**src/rtl/mnpg_pkg.sv**
```systemverilog
// Package for the monophonic last-note-priority front end.
// Holds the request opcodes, register indexes, sequencer states and reset constants.
// No dependencies.
package mnpg_pkg;

    // Request opcodes
    typedef enum logic [1:0] {
        OP_NOTE_ON  = 2'd0,
        OP_NOTE_OFF = 2'd1,
        OP_ALL_OFF  = 2'd2,
        OP_TICK     = 2'd3
    } op_t;

    // Configuration register indexes
    typedef enum logic [1:0] {
        REG_GLIDE     = 2'd0,
        REG_TRANSPOSE = 2'd1,
        REG_TRIG_LEN  = 2'd2,
        REG_NONE      = 2'd3
    } reg_idx_t;

    // Sequencer states
    typedef enum logic [1:0] {
        ST_IDLE,
        ST_SCAN,
        ST_PUSH,
        ST_TICK
    } state_t;

    localparam logic [6:0]  RESET_NOTE     = 7'd60;
    localparam logic [15:0] RESET_TRIG_LEN = 16'd48;

endpackage

```
**src/rtl/mono_note_priority_glide.sv**
```systemverilog
// Monophonic last-note-priority keyboard front end with one-pole glide.
// Tick: busy during ST_TICK, then the registered result strobes; the next tick waits for idle.
// Note-off walks the held-note memory one entry per cycle, busy throughout the walk;
// note-on adds a push step (ST_PUSH), and on a full stack a second pass drops the
// oldest note. All-notes-off does not raise busy. No result stalls.
// Reset (rst_n low, asynchronous) empties the stack and restores register defaults.
module mono_note_priority_glide
    import mnpg_pkg::*;
#(
    parameter int MAX_HELD = 16
) (
    input  logic               clk,
    input  logic               rst_n,
    // request channel
    input  logic               start,
    output logic               busy,
    input  logic [1:0]         op,
    input  logic [6:0]         note,
    input  logic [15:0]        strike_velocity,
    // configuration write port
    input  logic               wr_en,
    input  logic [1:0]         wr_index,
    input  logic [15:0]        wr_data,
    // result channel
    output logic               strobe,
    output logic signed [16:0] pitch,
    output logic               gate,
    output logic [15:0]        level,
    output logic               trigger
);

    localparam int CW = $clog2(MAX_HELD + 1);
    localparam int AW = (MAX_HELD > 1) ? $clog2(MAX_HELD) : 1;
    localparam logic [CW-1:0] MAX_CNT = CW'(MAX_HELD);

    // Held-note memory
    logic [6:0] mem [0:MAX_HELD-1];

    state_t state_reg, state_next;

    logic [15:0]   coef_reg, transpose_reg, trig_len_reg;
    logic [CW-1:0] cnt_reg, cnt_next;
    logic [CW-1:0] rd_ptr_reg, rd_ptr_next;
    logic [CW-1:0] wr_ptr_reg, wr_ptr_next;
    logic          dv_reg, dv_next;
    logic [6:0]    rd_data_reg;
    logic [6:0]    last_reg, last_next;
    logic          pass2_reg, pass2_next;
    op_t           op_reg, op_next;
    logic [6:0]    note_reg, note_next;
    logic          gate_reg, gate_next;
    logic [15:0]   vel_reg, vel_next;
    logic [6:0]    target_reg, target_next;
    logic [22:0]   glide_reg, glide_next;
    logic [15:0]   pulse_reg, pulse_next;
    logic signed [40:0] prod_reg;

    logic signed [16:0] pitch_reg, pitch_next;
    logic               gate_out_reg, gate_out_next;
    logic [15:0]        level_reg, level_next;
    logic               trigger_reg, trigger_next;
    logic               strobe_reg, strobe_next;

    logic          accept;
    op_t           op_in;
    logic          issue;
    logic          keep;
    logic          scan_done;
    logic          mem_we;
    logic [AW-1:0] mem_waddr;
    logic [6:0]    mem_wdata;

    logic signed [23:0] diff;
    logic signed [40:0] prod;
    logic signed [40:0] biased;
    logic signed [24:0] step_r;
    logic [24:0]        glide_sum;
    logic [23:0]        rounded;

    assign op_in     = op_t'(op);
    assign accept    = start && (state_reg == ST_IDLE);
    assign issue     = (state_reg == ST_SCAN) && (rd_ptr_reg < cnt_reg);
    assign keep      = dv_reg && (rd_data_reg != note_reg);
    assign scan_done = (state_reg == ST_SCAN) && !issue && !dv_reg;

    // Glide multiply: distance to target times retention
    assign diff = $signed({1'b0, glide_reg}) - $signed({1'b0, target_reg, 16'd0});
    assign prod = 41'(diff) * $signed({25'd0, coef_reg});

    // Round and rebuild the glided pitch from the registered product
    assign biased    = prod_reg + 41'sd32768;
    assign step_r    = biased[40:16];
    assign glide_sum = {2'b00, target_reg, 16'd0} + 25'(step_r);
    assign rounded   = {1'b0, glide_sum[22:0]} + 24'd128;

    // Next state
    always_comb
    begin
        state_next = state_reg;
        case (state_reg)
            ST_IDLE:
            begin
                if (accept)
                begin
                    case (op_in)
                        OP_NOTE_ON:  state_next = ST_SCAN;
                        OP_NOTE_OFF: state_next = ST_SCAN;
                        OP_TICK:     state_next = ST_TICK;
                        default:     state_next = ST_IDLE;
                    endcase
                end
            end
            ST_SCAN:
            begin
                if (scan_done)
                begin
                    if (op_reg == OP_NOTE_ON)
                    begin
                        if (!((wr_ptr_reg == MAX_CNT) && !pass2_reg))
                        begin
                            state_next = ST_PUSH;
                        end
                    end
                    else
                    begin
                        state_next = ST_IDLE;
                    end
                end
            end
            ST_PUSH: state_next = ST_IDLE;
            ST_TICK: state_next = ST_IDLE;
            default: state_next = ST_IDLE;
        endcase
    end

    // Datapath and outputs
    always_comb
    begin
        cnt_next      = cnt_reg;
        rd_ptr_next   = rd_ptr_reg;
        wr_ptr_next   = wr_ptr_reg;
        dv_next       = 1'b0;
        last_next     = last_reg;
        pass2_next    = pass2_reg;
        op_next       = op_reg;
        note_next     = note_reg;
        gate_next     = gate_reg;
        vel_next      = vel_reg;
        target_next   = target_reg;
        glide_next    = glide_reg;
        pulse_next    = pulse_reg;
        pitch_next    = pitch_reg;
        gate_out_next = gate_out_reg;
        level_next    = level_reg;
        trigger_next  = trigger_reg;
        strobe_next   = 1'b0;
        mem_we        = 1'b0;
        mem_waddr     = wr_ptr_reg[AW-1:0];
        mem_wdata     = rd_data_reg;

        case (state_reg)
            ST_IDLE:
            begin
                if (accept)
                begin
                    op_next     = op_in;
                    note_next   = note;
                    rd_ptr_next = '0;
                    wr_ptr_next = '0;
                    pass2_next  = 1'b0;
                    case (op_in)
                        OP_NOTE_ON:
                        begin
                            vel_next   = strike_velocity;
                            gate_next  = 1'b1;
                            pulse_next = (trig_len_reg > 16'd1) ? trig_len_reg : 16'd1;
                        end
                        OP_ALL_OFF:
                        begin
                            cnt_next  = '0;
                            gate_next = 1'b0;
                        end
                        default:
                        begin
                        end
                    endcase
                end
            end
            ST_SCAN:
            begin
                // advance the read pointer, compact kept entries down
                if (issue)
                begin
                    rd_ptr_next = rd_ptr_reg + 1'b1;
                    dv_next     = 1'b1;
                end
                if (keep)
                begin
                    mem_we      = 1'b1;
                    wr_ptr_next = wr_ptr_reg + 1'b1;
                    last_next   = rd_data_reg;
                end
                if (scan_done)
                begin
                    if (op_reg == OP_NOTE_ON)
                    begin
                        // full stack: drop the oldest entry in a second pass
                        if ((wr_ptr_reg == MAX_CNT) && !pass2_reg)
                        begin
                            cnt_next    = wr_ptr_reg;
                            rd_ptr_next = CW'(1);
                            wr_ptr_next = '0;
                            pass2_next  = 1'b1;
                        end
                    end
                    else
                    begin
                        cnt_next = wr_ptr_reg;
                        if (wr_ptr_reg == '0)
                        begin
                            gate_next = 1'b0;
                        end
                        else
                        begin
                            target_next = last_reg;
                        end
                    end
                end
            end
            ST_PUSH:
            begin
                mem_we      = 1'b1;
                mem_wdata   = note_reg;
                cnt_next    = wr_ptr_reg + 1'b1;
                target_next = note_reg;
            end
            ST_TICK:
            begin
                glide_next    = glide_sum[22:0];
                pitch_next    = $signed({1'b0, rounded[23:8]})
                              + $signed({transpose_reg[15], transpose_reg});
                gate_out_next = gate_reg;
                level_next    = vel_reg;
                trigger_next  = (pulse_reg != 16'd0);
                strobe_next   = 1'b1;
                if (pulse_reg != 16'd0)
                begin
                    pulse_next = pulse_reg - 16'd1;
                end
            end
            default:
            begin
            end
        endcase
    end

    // Memory write and registered read
    always_ff @(posedge clk)
    begin
        if (mem_we)
        begin
            mem[mem_waddr] <= mem_wdata;
        end
        if (issue)
        begin
            rd_data_reg <= mem[rd_ptr_reg[AW-1:0]];
        end
    end

    // Glide product register
    always_ff @(posedge clk)
    begin
        if (accept && (op_in == OP_TICK))
        begin
            prod_reg <= prod;
        end
    end

    // Payload registers
    always_ff @(posedge clk)
    begin
        rd_ptr_reg  <= rd_ptr_next;
        wr_ptr_reg  <= wr_ptr_next;
        last_reg    <= last_next;
        op_reg      <= op_next;
        note_reg    <= note_next;
        pitch_reg   <= pitch_next;
        level_reg   <= level_next;
        gate_out_reg <= gate_out_next;
        trigger_reg <= trigger_next;
    end

    // Control and voice state
    always_ff @(posedge clk or negedge rst_n)
    begin
        if (!rst_n)
        begin
            state_reg     <= ST_IDLE;
            cnt_reg       <= '0;
            dv_reg        <= 1'b0;
            pass2_reg     <= 1'b0;
            gate_reg      <= 1'b0;
            vel_reg       <= '0;
            target_reg    <= RESET_NOTE;
            glide_reg     <= {RESET_NOTE, 16'd0};
            pulse_reg     <= '0;
            strobe_reg    <= 1'b0;
            coef_reg      <= '0;
            transpose_reg <= '0;
            trig_len_reg  <= RESET_TRIG_LEN;
        end
        else
        begin
            state_reg  <= state_next;
            cnt_reg    <= cnt_next;
            dv_reg     <= dv_next;
            pass2_reg  <= pass2_next;
            gate_reg   <= gate_next;
            vel_reg    <= vel_next;
            target_reg <= target_next;
            glide_reg  <= glide_next;
            pulse_reg  <= pulse_next;
            strobe_reg <= strobe_next;
            // configuration writes
            if (wr_en)
            begin
                case (reg_idx_t'(wr_index))
                    REG_GLIDE:     coef_reg      <= wr_data;
                    REG_TRANSPOSE: transpose_reg <= wr_data;
                    REG_TRIG_LEN:  trig_len_reg  <= wr_data;
                    default:
                    begin
                    end
                endcase
            end
        end
    end

    assign busy    = (state_reg != ST_IDLE);
    assign strobe  = strobe_reg;
    assign pitch   = pitch_reg;
    assign gate    = gate_out_reg;
    assign level   = level_reg;
    assign trigger = trigger_reg;

endmodule

```
**config.mk**
```make
export PLATFORM = sky130hd
export DESIGN_NAME = mono_note_priority_glide
export DESIGN_NICKNAME = d
export VERILOG_FILES = /design/src/rtl/mnpg_pkg.sv /design/src/rtl/mono_note_priority_glide.sv
export SDC_FILE = /design/constraint.sdc
export NUM_CORES = 1
export LEC_CHECK = 0
export BUFFER_PORTS_ARGS = -buffer_cell sky130_fd_sc_hd__buf_2
export CORE_UTILIZATION = 50
export DETAILED_ROUTE_END_ITERATION = 8
export HOLD_SLACK_MARGIN = 0.15
export PLACE_DENSITY = 0.76
export SETUP_SLACK_MARGIN = 0.15
export SLEW_MARGIN = 25
export SYNTH_ARGS = -nofsm -noshare
export SYNTH_HDL_FRONTEND = slang
export SYNTH_SLANG_ARGS = --single-unit
```
**constraint.sdc**
```tcl
create_clock -name clk -period 10.6 [get_ports clk]
set_input_delay 2.12 -clock clk [delete_from_list [all_inputs] [get_ports clk]]
set_output_delay 2.12 -clock clk [all_outputs]
set_load 0.005 [all_outputs]
```
==> flow_summary.ini, run 1 <==
[routing]
drtIter0Drc = 1301
post_drt_wl_per_cell_um = 19.2
drc_errors = 0
vias = 18300
drtPass1Iterations = 5
routed_wl_um = 63200
viasPerCell = 5.54
ant_nets = 0

[cts]
post_cts.repair.setup_buffers = 0
clk_pin_slew_ps = 70
clock_path_buffers = 3
htreeDepth = 1
numClockSinks = 325
cts_tree = yes
cts-resized-gates = 0
hold_buffers = 0
numCtsBuffers = 29
cts_root_buffer = clkbuf_16
clock_latency_ps = 570

[synth]
syn_area_um2 = 27700
synth.ff_latch_count = 325
synth_area_leaders = fa_1, edfxtp_1, dfrtp_1
yosysTopAreaCell = fa_1
synth-edff-count = 204
syn_area_per_cell_um2 = 11.0
yosysWarnings = 0
synth_top_area_share_pct = 26.5
synthCells = 2524
synth_flop_cell = edfxtp_1
ys_seq_area_share_pct = 33.1
yosysUniqueCellTypes = 67
async_flop_share_pct = 37.2
synth_nets = 3076

[finish]
nNetsFinal = 3126
largest_reg_flops = 112
drive_gt1_share_pct = 11.1
layout.area.seq_um2 = 9170
final_cell_count_no_fill = 3293
n_antenna_cell = 0
final_util_pct = 55.0
fillCellCount = 4493
area_growth_syn_to_layout_pct = 7.74
multi_input_area_um2 = 16500

[job]
cap_violations = 0

[floorplan]
rows = 85
die_x_um = 237
die_h_um = 237
core_area_um2 = 54200
ioPinCount = 84
floorplan.initialDensity_pct = 51.0
dieArea_um2 = 56300

[timing]
setup_tns_ps = 0
rsz0062_at_grt = no
tightest_slew_ps = 1130
fin_crit_ps = 7910
hold_viol_final = 0
hold_ws_ps = 451
slew_violations = 0
layout_worst_path_cycle_share_pct = 74.6
fin_skew_ps = 15.6
setup_viol = 0
fmax_mhz = 126
relSlewSlack_pct = 24.9

[global_route]
grt-ovfl-total = 0
grt_pass1_wl_um = 103000
grt_pass1_vias = 19600
grt_max_degree = 76
grt_antenna_before_repair = 0
grt_usage_pct = 23.2

[setup_path]
crit_arrival_ps = 8220
crit_path_start_kind = register
worst-path-buf-inv = 6
cp_common_cell = fa_1
cp_max_fo = 16
crit_path_max_incr_delay_ps = 600
critPathKind = register to register
critPathTopFamily = adder cells
crit_required_ps = 10910
endpoint_kind = register
slowest_stage = fa_1

[place]
gp_congestion = 0.871
placed_cells = 3239
hpwl_um = 46500
io_buffers = 83

[min_path]
worst_hold_path_type = register to register

[outcome]
outcome = finished clean
-- kinds of logic (layout without fill, tap and decap cells) --
| kind of cell | after synthesis | count (layout) | synth area share (%) |
|---|---|---|---|
| xor gates and xnor gates | 113 | 113 | 3.58 |
| muxes | 117 | 117 | 6.11 |
| buffers and inverters | 560 | 633 | 7.59 |
| AOI/OAI and AO/OA | 193 | 193 | 4.52 |
| and+or+nand+nor | 711 | 711 | 12.3 |
| DFF | 325 | 325 | 33.1 |
| adders and majority gates | 505 | 505 | 32.8 |
-- cells in the final DEF (no fill, tap or decap), drive strengths merged, types with 12 or more instances in the layout --
cell      n
inv     474
fa      366
nand2   337
edfxtp  204
and2    147
ha      139
dfrtp   111
buf     107
nor2     74
a21oi    70
xnor2    69
mux2     65
o21ai    45
xor2     44
clkbuf   36
mux4     35
nand3    30
nand2b   21
nor3     21
and3     19
mux2i    17
a21o     14
nand4    13
nor2b    12
o22ai    12
-- per-stage QoR --
| step | setup slack [ps] | instance area [µm²] |
|---|---|---|
| floorplan | 3270 | 27700 |
| global placement | 2930 | 28900 |
| detailed placement | 2740 | 28900 |
| finish | 2690 | 29800 |
| global route | 2200 | 29800 |
| CTS | 2740 | 29800 |
-- layer usage --
layer / part of all wire (%) / vias up / track usage (%)
met1: 40 / 9356 / 30.0
met2: 51 / 639 / 40.3
met4: 3.4 / 0 / 7.68
met3: 5.7 / 150 / 2.91
li1: - / 8107 / -
met5: 0 / - / 0
-- final cells by class --
cell class / instances / share of cell area, %
clock buffer: 36 / 2.52
clock inverter: 18 / 0.701
inverter: 472 / 5.94
multi-input combinational: 1639 / 55.2
sequential: 325 / 30.8
tap: 696 / 2.92
timing repair buffer: 107 / 2.01
-- synth_stat cells (7+ instances only) --
master	instances
a21oi_1	68
mux2i_1	17
fa_1	366
o22ai_1	12
o21ai_0	37
mux4_2	35
clkbuf_1	81
nand3_1	30
xor2_1	44
nand2_1	337
a21o_1	14
xnor2_1	69
nor3_1	20
nand4_1	13
buf_1	7
and3_1	18
o21ai_1	7
nor2_1	74
edfxtp_1	204
dfrtp_1	111
ha_1	139
nand2b_1	21
nor2b_1	12
and2_1	147
dfstp_2	10
inv_1	472
mux2_2	64
-- worst reg2reg max path: cells and delay by family, from the launching register on --
kind | cells | cell delay, ps
adder cells (fa/ha/maj) | 9 | 4020
AO/OA/AOI/OAI | 10 | 2160
buffers and inverters | 6 | 510
AND/OR/NAND/NOR | 4 | 370
flip-flops | 1 | 360
XOR/XNOR | 2 | 230
-- worst paths after layout --
path                                from            to  slack (ps)  depth (start not counted)
min in group asynchronous          rst_n   vel_reg[10]        1640                          1
max reg2reg                glide_reg[16]  prod_reg[37]        2690                         31
max in group asynchronous          rst_n  coef_reg[10]        7610                          2
min                          vel_reg[14]     level[14]         450                          0
min reg2reg                  vel_reg[14]     level[14]         450                          0
max                        glide_reg[16]  prod_reg[37]        2690                         31
Power of run 1 is left out: the tool's default activity adds up to more than one toggle a clock period on the data nets, which glitch-free logic cannot reach.
==> inputs of run 2 (changes only) <==
Settings changed: PLACE_DENSITY 0.76 to 0.79.
Clock period 10.6 ns to 6.9 ns, I/O delays scaled along.
==> run 2 against run 1 <==
Net effect:
- the run now ends with negative setup slack left
- sequential share of layout area decreased by 1.3 points
- die area unchanged
- routed wire length increased by 4.7%
- final cell count increased by 3.5%
- final area increased by 4.6%
- clock skew decreased by 1.2 ps
- worst hold slack about the same
- setup slack got worse by 2800 ps
- register-to-register slack got worse by 2800 ps
- highest routed layer unchanged
- clock-buffer cell count increased by 3
==> flow_summary.ini, run 2 (same netlist as run 1, synthesis figures left out) <==
[outcome]
outcome = finished with violations
violations = negative setup slack

[floorplan]
dieArea_um2 = 56300
floorplan.initialDensity_pct = 51.0
die_h_um = 237
die_x_um = 237
ioPinCount = 84
core_area_um2 = 54200
rows = 85

[finish]
largest_reg_flops = 112
n_antenna_cell = 0
final_cell_count_no_fill = 3409
nNetsFinal = 3242
final_cell_mix = inv_1, fa_1, nand2_1
mostFrequentLayoutCell = inv_1
drive_gt1_share_pct = 17.6
area_growth_syn_to_layout_pct = 12.6

[cts]
cts_root_buffer = clkbuf_16
cts_tree = yes
numCtsBuffers = 29
clock_path_buffers = 3
htreeDepth = 1
numClockSinks = 325
clk_pin_slew_ps = 70
clock_latency_ps = 560

[timing]
relSlewSlack_pct = 32.5
hold_viol_final = 0
fin_skew_ps = 14.4
fmax_mhz = 143
tightest_slew_ps = 1010
rsz0062_at_grt = yes
fin_crit_ps = 6990
slew_violations = 0
setup_ws_ps = -92.9
layout_worst_path_cycle_share_pct = 101
setup_viol = 3

[place]
placed_cells = 3334
io_buffers = 83
dp_slack_ps = -309
hpwl_um = 51000
gp_congestion = 0.926

[min_path]
worst_hold_path_type = register to register

[routing]
post_drt_wl_per_cell_um = 19.4
viasPerCell = 5.59
drtIter0Drc = 1336
routed_wl_um = 66200
vias = 19100
drc_errors = 0
ant_nets = 0
drtPass1Iterations = 5

[setup_path]
crit_path_max_incr_delay_ps = 580
critPathTopFamily = adder cells
ff2ff_setup_slack_ps = -90
r2r_cells = 28
crit_required_ps = 7330
crit_arrival_ps = 7430
crit_end = prod_reg[38]
worstSetupStartpoint = glide_reg[17]
timing.rr.end = prod_reg[38]
r2r_start = glide_reg[17]
slowest_stage = fa_1
worst-path-buf-inv = 5
path_depth = 28
critPathKind = register to register
cp_common_cell = fa_1
cp_max_fo = 5
endpoint_kind = register
crit_path_start_kind = register

[global_route]
grt_max_degree = 69
grt-ovfl-total = 0
grt_usage_pct = 24.4
grt_pass1_wl_um = 108000
grt_antenna_before_repair = 1
grt_pass1_vias = 21000

[job]
cap_violations = 0
[run 2: cell count changes in the layout (fill, tap and decap cells not counted), sizes merged]
cell / previous run / this run
clkinvlp: 2 / 0
bufinv: 4 / 3
clkinv: 10 / 11
inv: 474 / 473
clkbuf: 36 / 40
buf: 107 / 222
[run 2: routing by layer]
layer,wire length [µm],up-vias,track usage [%],share of wire [%]
met5,0,-,0,0
met2,33600,760,42.2,51
li1,-,8362,-,-
met3,4460,202,3.68,6.7
met1,25300,9734,30.6,38
met4,2800,0,9.83,4.2
[run 2: final cells by class]
cell class | count | area [µm²]
fill | 4217 | 23100
multi-input combinational | 1639 | 16800
sequential | 325 | 9180
inverter | 472 | 1770
timing repair buffer | 223 | 1560
tap | 696 | 871
clock buffer | 39 | 803
clock inverter | 15 | 166
[run 2: repair_timing]
item | 4_1_cts | 5_1_grt
buffers inserted | 8 | 13
hold buffers | 0 | 0
setup endpoints to repair | 9 | 14
pin swaps | 30 | 34
resized for setup | 25 | 52
[run 2: how the worst min path moves through the flow]
stage	start	to	slack (ps)	cells past startpoint
after floorplan	gate_reg	gate	420	0
after global placement	vel_reg[7]	level[7]	430	0
after detailed placement	gate_reg	gate	430	0
after CTS	vel_reg[12]	level[12]	450	0
after global routing	vel_reg[4]	level[4]	460	0
final	vel_reg[3]	level[3]	450	0
[run 2: metrics by stage]
stage	util [%]	TNS, ps	hold slack [ps]	area [µm²]
after floorplan	-	0	419	27800
after detailed placement	54.8	-1150	432	29700
final	57.5	-184	451	31200
after global routing	57.5	-1860	462	31200
after CTS	57.0	-300	451	30900
after global placement	54.8	-322	429	29700
Power of run 2 is left out for the same reason.
==> inputs of run 3 (changes only) <==
Settings changed: CORE_MARGIN set to 5, RECOVER_POWER set to 50.
==> run 3 against run 2 <==
Net effect:
- the run ends with max-capacitance violations, max-slew violations, negative setup slack left
- setup slack got worse by 94 ps
- sequential share of layout area about the same
- clock-buffer cell count decreased by 5
- final cell count increased by 1.5%
- via count decreased by 0.16%
- die area increased by 6.9%
- final area about the same
- register-to-register slack got worse by 90 ps
- non-clock buffer count increased by 4
- utilization decreased by 0.75 points
==> flow_summary.ini, run 3 (same netlist as run 1, synthesis figures left out) <==
[setup_path]
ff2ff_setup_slack_ps = -190
cp_common_cell = fa_1
critPathKind = register to register
slowest_stage = fa_1
endpoint_kind = register
cp_max_fo = 3
crit_path_start_kind = register
timing.rr.end = prod_reg[33]
critPathTopFamily = adder cells
worst-path-buf-inv = 7
r2r_cells = 31
crit_path_max_incr_delay_ps = 560
crit_arrival_ps = 7380
crit_required_ps = 7200
r2r_start = glide_reg[16]

[cts]
clk_pin_slew_ps = 70
clock_path_buffers = 3
cts_tree = yes
numClockSinks = 325
htreeDepth = 1
clock_latency_ps = 560
numCtsBuffers = 27
cts_root_buffer = clkbuf_16

[floorplan]
dieArea_um2 = 60200
die_x_um = 245
core_area_um2 = 55000
floorplan.initialDensity_pct = 50.3
ioPinCount = 84
rows = 86
die_h_um = 245

[finish]
largest_reg_flops = 112
nNetsFinal = 3244
area_growth_syn_to_layout_pct = 12.7
final_cell_mix = inv_1, fa_1, nand2_1
drive_gt1_share_pct = 16.7
mostFrequentLayoutCell = inv_1
final_area_um2 = 31200

[place]
hpwl_um = 50600
gp_congestion = 0.894
io_buffers = 83
placed_area_um2 = 29900

[timing]
setup_viol = 7
setup_ws_ps = -187
fin_crit_ps = 7090
relSlewSlack_pct = -99.6
slew_violations = 250
layout_worst_path_cycle_share_pct = 103
fin_skew_ps = 14.9
rsz0062_at_grt = yes
tightest_slew_ps = 2990
hold_viol_final = 0
fmax_mhz = 141

[min_path]
hold_depth = 0
worstHoldStart = vel_reg[7]
worst_hold_path_type = register to register
min_to = level[7]

[outcome]
violations = max-capacitance violations, max-slew violations, negative setup slack
outcome = finished with violations

[routing]
drc_errors = 0
routed_wl_um = 66500
drtPass1Iterations = 5
ant_nets = 0
post_drt_wl_per_cell_um = 19.2
drtIter0Drc = 1660
viasPerCell = 5.50
vias = 19000

[global_route]
grt_pass1_wl_um = 108000
grt_max_degree = 67
grt-ovfl-total = 0
grt_usage_pct = 22.2
grt_antenna_before_repair = 2
grt_pass1_vias = 20400

[job]
cap_violations = 5
[run 3: cell types whose count changed in the layout (fill, tap and decap cells not counted), sizes merged]
cell / before / now
buf: 222 / 215
clkinv: 11 / 9
inv: 473 / 474
clkbuf: 40 / 46
diode: 0 / 1
bufinv: 3 / 4
[run 3: per-stage QoR]
| stage | hold WS (ps) | setup WS (ps) | setup TNS [ps] | std cells | utilization (%) |
|---|---|---|---|---|---|
| 3_5_place_dp | 431 | -342 | -1190 | 3394 | 54.3 |
| 5_1_grt | 452 | -430 | -2890 | 3460 | 56.7 |
| 2_1_floorplan | 419 | 89.1 | 0 | 2524 | - |
| 3_3_place_gp | 426 | -134 | -376 | 3394 | 54.3 |
| 6_report | 447 | -187 | -705 | 3461 | 56.7 |
| 4_1_cts | 447 | -105 | -237 | 3448 | 56.2 |
[run 3: worst reg2reg max path: cells and delay by family, from the launching register on]
family	cells	cell delay, ps
buf+inv	7	620
flops	1	370
compound gates	8	1450
simple gates	5	470
fa+ha+maj	9	3650
xor+xnor	2	270
[run 3: worst max path at each step]
stage	startpoint	to	slack, ps	cells past startpoint
6_report	glide_reg[16]	prod_reg[33]	-190	31
3_5_place_dp	glide_reg[16]	prod_reg[38]	-340	30
4_1_cts	glide_reg[16]	prod_reg[38]	-110	30
5_1_grt	glide_reg[16]	prod_reg[33]	-430	31
3_3_place_gp	glide_reg[16]	prod_reg[37]	-130	30
2_1_floorplan	glide_reg[16]	prod_reg[38]	90	30
[run 3: area by class of cell]
type / instances / area (µm²)
Sequential cell: 325 / 9170
Clock inverter: 15 / 186
Clock buffer: 34 / 702
Tap cell: 748 / 936
Inverter: 472 / 1770
Timing Repair Buffer: 227 / 1540
Fill cell: 4301 / 23800
Multi-Input combinational cell: 1639 / 16900
Antenna cell: 1 / 2.50
[run 3: what timing repair did]
action | CTS | global route
setup buffers | 5 | 11
pin swaps | 31 | 36
setup endpoints to repair | 10 | 15
hold buffers | 0 | 0
cloned | 0 | 1
gates resized for setup | 29 | 45
[run 3: layer usage]
| layer | global-route usage (%) | vias up | part of all wire [%] | wire length, µm |
|---|---|---|---|---|
| met5 | 0 | - | 0.011 | 7 |
| met4 | 7.87 | 2 | 4.3 | 2850 |
| met3 | 2.47 | 220 | 5.8 | 3890 |
| met2 | 38.5 | 724 | 51 | 34000 |
| met1 | 29.2 | 9721 | 39 | 25800 |
| li1 | - | 8360 | - | - |
Power of run 3 is left out for the same reason.
